## config.mk

```make
export PLATFORM = sky130hd
export DESIGN_NAME = i2c_master_bit_sequencer_top
export DESIGN_NICKNAME = d
export VERILOG_FILES = /design/src/sv/i2cms_pkg.sv /design/src/sv/i2cms_beat_gen.sv /design/src/sv/i2cms_out_stage.sv /design/src/sv/i2c_master_bit_sequencer_top.sv
export SDC_FILE = /design/constraint.sdc
export NUM_CORES = 1
export LEC_CHECK = 0
export BUFFER_PORTS_ARGS = -buffer_cell sky130_fd_sc_hd__buf_4
export CELL_PAD_IN_SITES_DETAIL_PLACEMENT = 1
export CELL_PAD_IN_SITES_GLOBAL_PLACEMENT = 1
export CORE_UTILIZATION = 37
export DETAILED_ROUTE_END_ITERATION = 10
export GPL_ROUTABILITY_DRIVEN = 0
export HOLD_SLACK_MARGIN = 0.12
export PLACE_DENSITY = 0.73
export SLEW_MARGIN = 20
export SYNTH_ARGS = -nofsm -noshare
export SYNTH_HDL_FRONTEND = slang
export SYNTH_SLANG_ARGS = --single-unit
```

## constraint.sdc

```tcl
create_clock -name i_clk -period 2.4 [get_ports i_clk]
set_clock_uncertainty 0.05 [all_clocks]
set_input_delay 0.36 -clock i_clk [delete_from_list [all_inputs] [get_ports i_clk]]
set_output_delay 0.36 -clock i_clk [all_outputs]
set_load 0.02 [all_outputs]
```

## src/sv/i2cms_pkg.sv

```systemverilog
// Package for the I2C master bit sequencer.
// Holds the command codes, beat index type and the per-beat result struct.
// No dependencies.
`default_nettype none

package i2cms_pkg;

    localparam int BEAT_W      = 5;
    localparam int IN_TDATA_W  = 24;
    localparam int IN_TUSER_W  = 3;
    localparam int OUT_TDATA_W = 16;

    typedef logic [BEAT_W-1:0] t_beat_idx;

    localparam t_beat_idx WRITE_LAST_BEAT = t_beat_idx'(17);
    localparam t_beat_idx READ_LAST_BEAT  = t_beat_idx'(15);

    typedef enum logic [2:0] {
        CMD_START     = 3'd0,
        CMD_STOP      = 3'd1,
        CMD_WRITE     = 3'd2,
        CMD_READ      = 3'd3,
        CMD_WAIT_ACK  = 3'd4,
        CMD_SEND_ACK  = 3'd5,
        CMD_SEND_NACK = 3'd6
    } t_cmd;

    typedef struct packed {
        logic       emit;
        logic       last;
        logic       scl;
        logic       sda;
        logic [7:0] read_byte;
        logic       ack_level;
    } t_beat;

endpackage

`default_nettype wire

```

## src/sv/i2cms_beat_gen.sv

```systemverilog
// Pin-state generator for one beat of an I2C command run.
// Maps command, beat index and current bus levels to one result item.
// Depends on i2cms_pkg.
`default_nettype none

module i2cms_beat_gen (
    input  wire logic [2:0]          i_cmd,
    input  wire i2cms_pkg::t_beat_idx i_beat,
    input  wire logic [7:0]          i_write_byte,
    input  wire logic [7:0]          i_bus_bits,
    input  wire logic                i_bus_ack,
    input  wire logic                i_scl_cur,
    input  wire logic                i_sda_cur,
    output i2cms_pkg::t_beat         o_beat
);

    i2cms_pkg::t_beat_idx w_beat_m1;
    logic [2:0]           w_bit_sel;

    assign w_beat_m1 = i_beat - i2cms_pkg::t_beat_idx'(1);
    assign w_bit_sel = ~w_beat_m1[3:1];

    always_comb begin
        o_beat           = '0;
        o_beat.emit      = 1'b1;
        o_beat.scl       = i_scl_cur;
        o_beat.sda       = i_sda_cur;
        case (i2cms_pkg::t_cmd'(i_cmd))
            i2cms_pkg::CMD_START: begin
                o_beat.scl  = 1'b1;
                o_beat.sda  = (i_beat == '0);
                o_beat.last = (i_beat != '0);
            end
            i2cms_pkg::CMD_STOP: begin
                o_beat.scl  = 1'b1;
                o_beat.sda  = (i_beat != '0);
                o_beat.last = (i_beat != '0);
            end
            i2cms_pkg::CMD_WRITE: begin
                if (i_beat == '0) begin
                    o_beat.scl = 1'b0;
                end else if (i_beat == i2cms_pkg::WRITE_LAST_BEAT) begin
                    o_beat.scl  = 1'b0;
                    o_beat.sda  = 1'b1;
                    o_beat.last = 1'b1;
                end else begin
                    o_beat.scl = i_beat[0];
                    o_beat.sda = i_write_byte[w_bit_sel];
                end
            end
            i2cms_pkg::CMD_READ: begin
                o_beat.scl  = ~i_beat[0];
                o_beat.last = (i_beat == i2cms_pkg::READ_LAST_BEAT);
                if (i_beat == i2cms_pkg::READ_LAST_BEAT) begin
                    o_beat.read_byte = i_bus_bits;
                end
            end
            i2cms_pkg::CMD_WAIT_ACK, i2cms_pkg::CMD_SEND_NACK: begin
                o_beat.sda = 1'b1;
                if (i_beat == i2cms_pkg::t_beat_idx'(1)) begin
                    o_beat.scl = 1'b1;
                end else if (i_beat != '0) begin
                    o_beat.scl  = 1'b0;
                    o_beat.last = 1'b1;
                    if (i2cms_pkg::t_cmd'(i_cmd) == i2cms_pkg::CMD_WAIT_ACK) begin
                        o_beat.ack_level = i_bus_ack;
                    end
                end
            end
            i2cms_pkg::CMD_SEND_ACK: begin
                o_beat.sda = 1'b0;
                if (i_beat == i2cms_pkg::t_beat_idx'(1)) begin
                    o_beat.scl = 1'b1;
                end else if (i_beat == i2cms_pkg::t_beat_idx'(2)) begin
                    o_beat.scl = 1'b0;
                end else if (i_beat != '0) begin
                    o_beat.scl  = 1'b0;
                    o_beat.sda  = 1'b1;
                    o_beat.last = 1'b1;
                end
            end
            default: begin
                o_beat.emit = 1'b0;
                o_beat.last = 1'b1;
            end
        endcase
    end

endmodule

`default_nettype wire

```

## src/sv/i2cms_out_stage.sv

```systemverilog
// Output register of the I2C master bit sequencer.
// Holds one result item until the downstream side takes it.
// Depends on i2cms_pkg.
`default_nettype none

module i2cms_out_stage (
    input  wire logic                                i_clk,
    input  wire logic                                i_rst_n,
    input  wire logic                                i_load,
    input  wire i2cms_pkg::t_beat                    i_beat,
    output logic                                     o_can_load,
    output logic                                     m_axis_tvalid,
    input  wire logic                                m_axis_tready,
    // Fields from bit 0: scl, sda, read_byte[7:0], ack_level, zero fill.
    output logic [i2cms_pkg::OUT_TDATA_W-1:0]        m_axis_tdata,
    output logic                                     m_axis_tlast
);

    logic                                r_vld;
    logic [i2cms_pkg::OUT_TDATA_W-1:0]   r_data;
    logic                                r_last;

    assign o_can_load = !r_vld || m_axis_tready;

    always_ff @(posedge i_clk) begin
        if (!i_rst_n) begin
            r_vld <= 1'b0;
        end else if (o_can_load) begin
            r_vld <= i_load;
        end
    end

    always_ff @(posedge i_clk) begin
        if (i_load && o_can_load) begin
            r_data <= {5'd0, i_beat.ack_level, i_beat.read_byte, i_beat.sda, i_beat.scl};
            r_last <= i_beat.last;
        end
    end

    assign m_axis_tvalid = r_vld;
    assign m_axis_tdata  = r_data;
    assign m_axis_tlast  = r_last;

endmodule

`default_nettype wire

```

## src/sv/i2c_master_bit_sequencer_top.sv

```systemverilog
// I2C master bit sequencer, top level.
// Command input register, beat counter, bus level state and output stage.
// Depends on i2cms_pkg, i2cms_beat_gen and i2cms_out_stage.
//
// Usage: each item on the slave channel is one bus command in s_axis_tuser
// (start, stop, write byte, read byte, wait ack, send ack, send nack) with
// the write byte, the sampled read bits and the sampled ack bit in
// s_axis_tdata. The block answers with a run of result items on the master
// channel, one per half-bit period, each carrying the SCL and SDA levels;
// tlast marks the final item of the run, which also carries the read byte
// or the ack level. A run is 2 to 18 items long; the unused command code
// emits nothing and is retired without waiting on the output register.
// The command is held in the command register and each result item passes
// through the output register. One result item per cycle while the receiver
// does not stall. The next command is taken in the same cycle as the last
// item of the current run moves into the output register, so runs follow
// each other without gaps.
// Reset: both bus levels return to released (high) and any pending command
// and result are dropped. When the receiver stalls, the output register
// holds its item and the beat counter waits; the slave channel stalls while
// the command register is occupied and the last item of its run is not out.
`default_nettype none

module i2c_master_bit_sequencer_top (
    input  wire logic                                i_clk,
    input  wire logic                                i_rst_n,
    input  wire logic                                s_axis_tvalid,
    output logic                                     s_axis_tready,
    // Fields from bit 0: write_byte[7:0], bus_bits[7:0], bus_ack, zero fill.
    input  wire logic [i2cms_pkg::IN_TDATA_W-1:0]    s_axis_tdata,
    // Fields from bit 0: command[2:0].
    input  wire logic [i2cms_pkg::IN_TUSER_W-1:0]    s_axis_tuser,
    output logic                                     m_axis_tvalid,
    input  wire logic                                m_axis_tready,
    // Fields from bit 0: scl, sda, read_byte[7:0], ack_level, zero fill.
    output logic [i2cms_pkg::OUT_TDATA_W-1:0]        m_axis_tdata,
    output logic                                     m_axis_tlast
);

    logic                 r_in_vld;
    logic [2:0]           r_cmd;
    logic [7:0]           r_write_byte;
    logic [7:0]           r_bus_bits;
    logic                 r_bus_ack;
    i2cms_pkg::t_beat_idx r_beat;
    logic                 r_scl;
    logic                 r_sda;

    i2cms_pkg::t_beat     w_beat;
    logic                 w_can_load;
    logic                 w_launch;
    logic                 w_advance;
    logic                 w_done;
    logic                 w_accept;

    i2cms_beat_gen u_beat_gen (
        .i_cmd        (r_cmd),
        .i_beat       (r_beat),
        .i_write_byte (r_write_byte),
        .i_bus_bits   (r_bus_bits),
        .i_bus_ack    (r_bus_ack),
        .i_scl_cur    (r_scl),
        .i_sda_cur    (r_sda),
        .o_beat       (w_beat)
    );

    assign w_launch  = r_in_vld && w_beat.emit && w_can_load;
    assign w_advance = r_in_vld && (w_can_load || !w_beat.emit);
    assign w_done    = w_advance && w_beat.last;

    assign s_axis_tready = !r_in_vld || w_done;
    assign w_accept      = s_axis_tvalid && s_axis_tready;

    always_ff @(posedge i_clk) begin
        if (!i_rst_n) begin
            r_in_vld <= 1'b0;
            r_beat   <= '0;
            r_scl    <= 1'b1;
            r_sda    <= 1'b1;
        end else begin
            if (w_accept) begin
                r_in_vld <= 1'b1;
            end else if (w_done) begin
                r_in_vld <= 1'b0;
            end
            if (w_done) begin
                r_beat <= '0;
            end else if (w_advance) begin
                r_beat <= r_beat + i2cms_pkg::t_beat_idx'(1);
            end
            if (w_launch) begin
                r_scl <= w_beat.scl;
                r_sda <= w_beat.sda;
            end
        end
    end

    always_ff @(posedge i_clk) begin
        if (w_accept) begin
            r_cmd        <= s_axis_tuser;
            r_write_byte <= s_axis_tdata[7:0];
            r_bus_bits   <= s_axis_tdata[15:8];
            r_bus_ack    <= s_axis_tdata[16];
        end
    end

    i2cms_out_stage u_out_stage (
        .i_clk         (i_clk),
        .i_rst_n       (i_rst_n),
        .i_load        (w_launch),
        .i_beat        (w_beat),
        .o_can_load    (w_can_load),
        .m_axis_tvalid (m_axis_tvalid),
        .m_axis_tready (m_axis_tready),
        .m_axis_tdata  (m_axis_tdata),
        .m_axis_tlast  (m_axis_tlast)
    );

`ifndef ASSERT_OFF
    a_beat_range: assert property (@(posedge i_clk) disable iff (!i_rst_n)
        r_beat <= i2cms_pkg::WRITE_LAST_BEAT)
        else $error("beat counter ran past the longest run");

    a_idle_beat_zero: assert property (@(posedge i_clk) disable iff (!i_rst_n)
        !r_in_vld |-> r_beat == '0)
        else $error("beat counter not cleared with no command pending");

    a_run_pending: assert property (@(posedge i_clk) disable iff (!i_rst_n)
        m_axis_tvalid && !m_axis_tlast |-> r_in_vld)
        else $error("non-final item shown but command already retired");

    a_level_track: assert property (@(posedge i_clk) disable iff (!i_rst_n)
        w_launch |=> (r_scl == m_axis_tdata[0] && r_sda == m_axis_tdata[1]))
        else $error("bus level state differs from last emitted item");
`endif

endmodule

`default_nettype wire
```

# ---- Word level (Yosys, flattened, before mapping)
# Index checks and enable logic that the tools add are counted.
dict set report totals {
  ff_bits 41
  in_bits 31
  output_inout_bits 19
  elab_cells 77
}
dict set report classes {
  addsub 2
  order_cmp 1
  n_eq_ne 10
  mux 23
  bitwise_logic 6
  n_reduce_logical 22
}
# op count
set ops {}
lappend ops {{1-bit 2-to-1 mux} 16}
lappend ops {{1-bit one-hot mux with 5 select lines} 3}
lappend ops {{3-bit == test (second input constant)} 3}
lappend ops {{7-bit OR reduction} 1}
lappend ops {{3-bit by 2-bit == test with 1-bit output (second input constant)} 2}
lappend ops {{1-bit logical AND} 6}
lappend ops {{2-bit OR reduction} 3}
lappend ops {{5-bit by 1-bit adder with 5-bit output (second input constant)} 1}
lappend ops {{5-bit by 1-bit == test with 1-bit output (second input constant)} 1}
lappend ops {{5-bit by 2-bit == test with 1-bit output (second input constant)} 1}
lappend ops {{5-bit by 4-bit == test with 1-bit output (second input constant)} 1}
lappend ops {{5-bit == test (second input constant)} 1}
lappend ops {{5-bit zero test} 1}
lappend ops {{1-bit inverter} 5}
lappend ops {{5-bit nonzero test} 1}
lappend ops {{3-bit by 4-bit < comparator with 1-bit output (second input constant)} 1}
lappend ops {{2-bit 2-to-1 mux} 2}
lappend ops {{4-bit OR reduction} 1}
lappend ops {{4-bit by 1-bit subtractor with 4-bit output (second input constant)} 1}
lappend ops {{1-bit binary-select mux with 3-bit select} 1}
lappend ops {{3-bit by 1-bit == test with 1-bit output (second input constant)} 1}
lappend ops {{1-bit zero test} 3}
lappend ops {{3-bit zero test} 1}
lappend ops {{1-bit logical OR} 3}
lappend ops {{4 further kinds} 4}

# ---- Depth between registers and ports, before layout
dict set report logic_depth {
  word_depth 10
  depth_mapped 9
  ltp_nobuf 9
}

# ---- Modules after synthesis
# A second synthesis with hierarchy kept.
dict set report unflattened {
  hier_cells 146
  area_unflattened_um2 1901.8
}
# module instances cells_each area_each_um2 seq_area_each_um2
set modules_own_cells {}
lappend modules_own_cells {i2c_master_bit_sequencer_top 1 62 978.4 760.7}
lappend modules_own_cells {i2cms_beat_gen 1 61 464.2 0.0}
lappend modules_own_cells {i2cms_out_stage 1 23 459.2 380.4}

# ---- Worst setup path before layout
# Ideal clock, no wire load.
dict set report synth_path {
  path_type {register to register}
  startpoint {register r_beat[0]}
  endpoint {register r_bus_ack, enable pin}
  setup_ns 0.378
  arrival_time_ns 2.726
  required_ns 1.972
  slack_ns -0.754
  stages_incl_launch_ff 9
  n_path_buf 1
  synth_period_minus_slack_ns 3.154
  cell_sequence {dfxtp_1 inv_1 ha_1 buf_6 or3b_2 a21oi_1 o32a_2 o21ai_0 and2_1}
}
dict set report synth_between {
  elab_chain_len 8
  elab_cells_between_ends 17
  classes_between {eq/ne (4); mux (8); reduce/logical (5)}
}
# element line_no
set synth_lines {}
lappend synth_lines {{from (decl)} i2c_master_bit_sequencer_top.sv:45} ;# i2cms_pkg::t_beat_idx r_beat;
lappend synth_lines {{from (signal assigned)} i2c_master_bit_sequencer_top.sv:89} ;# r_beat <= r_beat + i2cms_pkg::t_beat_idx'(1);
lappend synth_lines {{5-bit nonzero test} --}
lappend synth_lines {{3-bit 2-to-1 mux} i2cms_beat_gen.sv:76} ;# end else if (i_beat != '0) begin
lappend synth_lines {{1-bit 2-to-1 mux} i2cms_beat_gen.sv:74} ;# end else if (i_beat == i2cms_pkg::t_beat_idx'(2)) begin
lappend synth_lines {{1-bit 2-to-1 mux} i2cms_beat_gen.sv:72} ;# if (i_beat == i2cms_pkg::t_beat_idx'(1)) begin
lappend synth_lines {{1-bit one-hot mux with 5 select lines (*)} i2cms_beat_gen.sv:28} ;# case (i2cms_pkg::t_cmd'(i_cmd))
lappend synth_lines {{1-bit logical AND (*)} i2c_master_bit_sequencer_top.sv:69} ;# assign w_done = w_advance && w_beat.last;
lappend synth_lines {{1-bit logical OR (*)} i2c_master_bit_sequencer_top.sv:71} ;# assign s_axis_tready = !r_in_vld || w_done;
lappend synth_lines {{named net s_axis_tready} i2c_master_bit_sequencer_top.sv:28} ;# output logic s_axis_tready,
lappend synth_lines {{1-bit logical AND (*)} i2c_master_bit_sequencer_top.sv:72} ;# assign w_accept = s_axis_tvalid && s_axis_tready;
lappend synth_lines {{named net w_accept} i2c_master_bit_sequencer_top.sv:54} ;# logic w_accept;
lappend synth_lines {{to (signal assigned)} i2c_master_bit_sequencer_top.sv:103} ;# r_bus_ack <= s_axis_tdata[16];
lappend synth_lines {{to (decl)} i2c_master_bit_sequencer_top.sv:44} ;# logic r_bus_ack;
# Mark *: on every way through the listed nets, which the timed path passes. The rest lies on a longest branch.
# A chain may end at the register's enable or synchronous reset.

# ---- Worst setup path after layout
dict set report layout_path {
  startpoint {register r_beat[0]}
  endpoint {output s_axis_tready}
}
dict set report layout_between {
  elab_chain_len 7
  elab_cells_between_ends 16
  classes_between {eq/ne (4); mux (8); reduce/logical (4)}
}
# element line_no
set layout_lines {}
lappend layout_lines {{5-bit nonzero test} --}
lappend layout_lines {{3-bit 2-to-1 mux} i2cms_beat_gen.sv:76}
lappend layout_lines {{1-bit 2-to-1 mux} i2cms_beat_gen.sv:74}
lappend layout_lines {{1-bit 2-to-1 mux} i2cms_beat_gen.sv:72}
lappend layout_lines {{1-bit one-hot mux with 5 select lines (*)} i2cms_beat_gen.sv:28}
lappend layout_lines {{1-bit logical AND (*)} i2c_master_bit_sequencer_top.sv:69}
lappend layout_lines {{1-bit logical OR (*)} i2c_master_bit_sequencer_top.sv:71}
lappend layout_lines {{to (decl)} i2c_master_bit_sequencer_top.sv:28}
# Every way passes the cells marked *; elsewhere a longest branch is shown, timed or not.

==> flow_summary.yaml <==
final_layout:
  drive_above_1_share: 0.403
  stdcell_area_um2: 2460
  area_growth_pct: 29.9
  n_antenna_cell: 0
  fillCellCount: 525
  fin_nets: 236
grt:
  grt_pass1_vias: 1441
  grt_pass1_wl_mm: 6.89
  antenna_found_initial: 0
  overflow: 0
  track_usage: 0.176
  grt_max_degree: 21
clock_network:
  cts-buffers-inserted: 5
  htree_num_levels: 2
  root_buffer: "clkbuf_8"
  clk_path_buf_depth: 2
  cts_tree: "built"
  clk_latency_ns: 0.30
  postCtsHoldBufs: 0
  clkSinkCount: 41
  clk_pin_slew_ns: 0.08
synthesis:
  synth-seq-area-share: 0.601
  synth_cell_types: 44
  async_reset_ff_frac: 0
  syn_inst: 152
  synth_area_per_cell_um2: 12.5
  synth_top_area_cell: "edfxtp_1"
  synth_most_common_cell: "edfxtp_1"
  ys_ff_latch: 41
  ys.flop_type: "edfxtp_1"
  yosysTopAreaCellShare: 0.506
  synth_top_cells_by_area: "edfxtp_1 (51%), dfxtp_1 (9.5%), and2_1 (3.3%)"
  yosys_warnings: 0
  synth_edf_count: 32
  synth_common_cells: "edfxtp_1 (32), and2_1 (10), nand2_1 (10)"
  netlist_area_um2: 1900
die:
  pin_count: 50
  start_util: 0.394
  die-area_um2: 5420
  fp.dieH_um: 73.6
  std_cell_rows: 25
  fp.dieW_um: 73.6
  coreArea_um2: 4820
power:
  p_total_mw: 1.65
  leakagePower_nw: 0.959
  power_density_nw_per_um2: 668
  ir_worst_vdd_mv: 0.305
timing:
  setup_ws_ns: 0.0798
  finalCritPeriodShare: 0.967
  setup_tns_ns: 0
  tightest_slew_ns: 0.499
  rsz0062_at_grt: "false"
  hold_ws_ns: 0.184
  max_slew_margin: 0.667
  final-setup-viol-count: 0
  slew_viol_final: 0
  finalCriticalPeriod_ns: 2.32
  clock.fmax_mhz: 431
  finalHoldViolations: 0
setup_path:
  cp.arrival_ns: 1.91
  cp-start-kind: "register"
  crit_type: "register to output port"
  end_kind: "output port"
  required_ns: 1.99
  path_max_fanout: 5
routing:
  first_iter_violations: 65
  drtPass1Iterations: 4
  avgRoutedWirePerCell_um: 15.9
  drt-total-wl_mm: 4.25
  drc: 0
  viasPerCell: 4.97
  ant_nets: 0
  dr_total_vias: 1332
placement:
  pre_cts_ws_ns: 0.0359
  dpl_cell_area_um2: 2270
  place.detailed.hpwl_mm: 3.15
  port-buffer-count: 37
job:
  drv_cap: 0
outcome:
  status: "finished, final reports clean"
min_path:
  hold_class: "input pin to register"
cell families (layout without fill, tap and decap cells):
family / after synthesis / count (layout) / share of synthesized area
buffers and inverters: 21 / 66 / 0.0666
muxes: 4 / 4 / 0.0356
and+or+nand+nor: 47 / 47 / 0.139
DFF: 41 / 41 / 0.601
adders and majority gates: 5 / 5 / 0.0330
xor gates and xnor gates: 2 / 2 / 0.00923
other: 1 / 5 / 0.00198
AOI/OAI and AO/OA: 31 / 31 / 0.113
state kept, by name, summed over array words and instances, names as in the netlist:
signal	flops
r_scl	1
r_bus_bits	8
u_out_stage.m_axis_tlast	1
r_bus_ack	1
r_sda	1
r_beat	5
r_cmd	3
u_out_stage.m_axis_tvalid	1
u_out_stage.m_axis_tdata	11
r_in_vld	1
r_write_byte	8
metrics by stage:
| step | utilization | std cells |
|---|---|---|
| 4_1_cts | 0.502 | 267 |
| 2_1_floorplan | - | 156 |
| 3_3_place_gp | 0.471 | 258 |
| 5_1_grt | 0.512 | 268 |
| 3_5_place_dp | 0.471 | 258 |
| 6_report | 0.512 | 268 |
routing by layer:
layer	vias to the layer above	wire length, um	global-route usage
met1	651	1730	0.193
met2	28	2270	0.311
met4	0	114	0.0962
met5	-	0	0
met3	10	135	0.0412
li1	643	-	-
worst paths after layout:
check	cells after the start	to	startpoint	slack (ns)
worst max-delay path	7	s_axis_tready	r_beat[0]$_SDFFE_PP0N_	0.08
worst min-delay path	1	r_bus_bits[4]$_DFFE_PP_	s_axis_tdata[12]	0.18
worst max register to register	8	r_write_byte[1]$_DFFE_PP_	r_beat[0]$_SDFFE_PP0N_	0.11
worst min register to register	1	r_scl$_SDFFE_PN1P_	r_scl$_SDFFE_PN1P_	0.46
critical path, cell delays in order, from the launching register on:
cell     delay, ns
dfxtp_4       0.37
buf_6         0.13
ha_2          0.18
nor4b_1       0.14
o21a_1        0.18
o32a_4        0.34
o21ai_4       0.14
buf_6         0.14
power by group:
group	internal [mW]	switching (mW)
combinational	0.129	0.138
clock	0.307	0.237
sequential	0.813	0.0217
total	1.25	0.397
repair_timing:
| item | in CTS | in global routing |
|---|---|---|
| buffers inserted | 1 | 1 |
| endpoints found under the setup margin | 1 | 23 |
| pin swaps | 2 | 5 |
| resized for setup | 9 | 11 |
layout by cell type (no fill, tap or decap), types with 2 or more instances in the layout:
cell	synthesis	routed
inv_2	1	3
edfxtp_1	32	32
nand2_1	10	10
dfxtp_1	9	5
clkbuf_8	1	5
a31oi_1	3	3
dfxtp_4	0	2
buf_4	6	46
nor3_1	3	2
mux4_2	2	2
nor3b_1	2	2
nor2_1	5	5
dfxtp_2	0	2
nor2b_1	2	2
a21oi_1	4	3
and2_1	10	9
o21ai_0	7	6
ha_4	0	2
ha_2	0	2
mux2_2	2	2
a311oi_1	4	4
a21boi_0	2	2
inv_1	9	7
a211o_1	2	2
buf_6	2	2
nand3_1	6	6
conb_1	1	5
area by class of cell:
class / instances / area, um^2 / share of cell area
Clock buffer: 6 / 72.6 / 0.0294
Clock inverter: 2 / 33.8 / 0.0137
Tap cell: 67 / 83.8 / 0.0340
Sequential cell: 41 / 1150 / 0.467
Inverter: 10 / 37.5 / 0.0152
Timing Repair Buffer: 48 / 368 / 0.149
Multi-Input combinational cell: 94 / 718 / 0.291
Note: power is estimated with default switching activity, not from simulation.
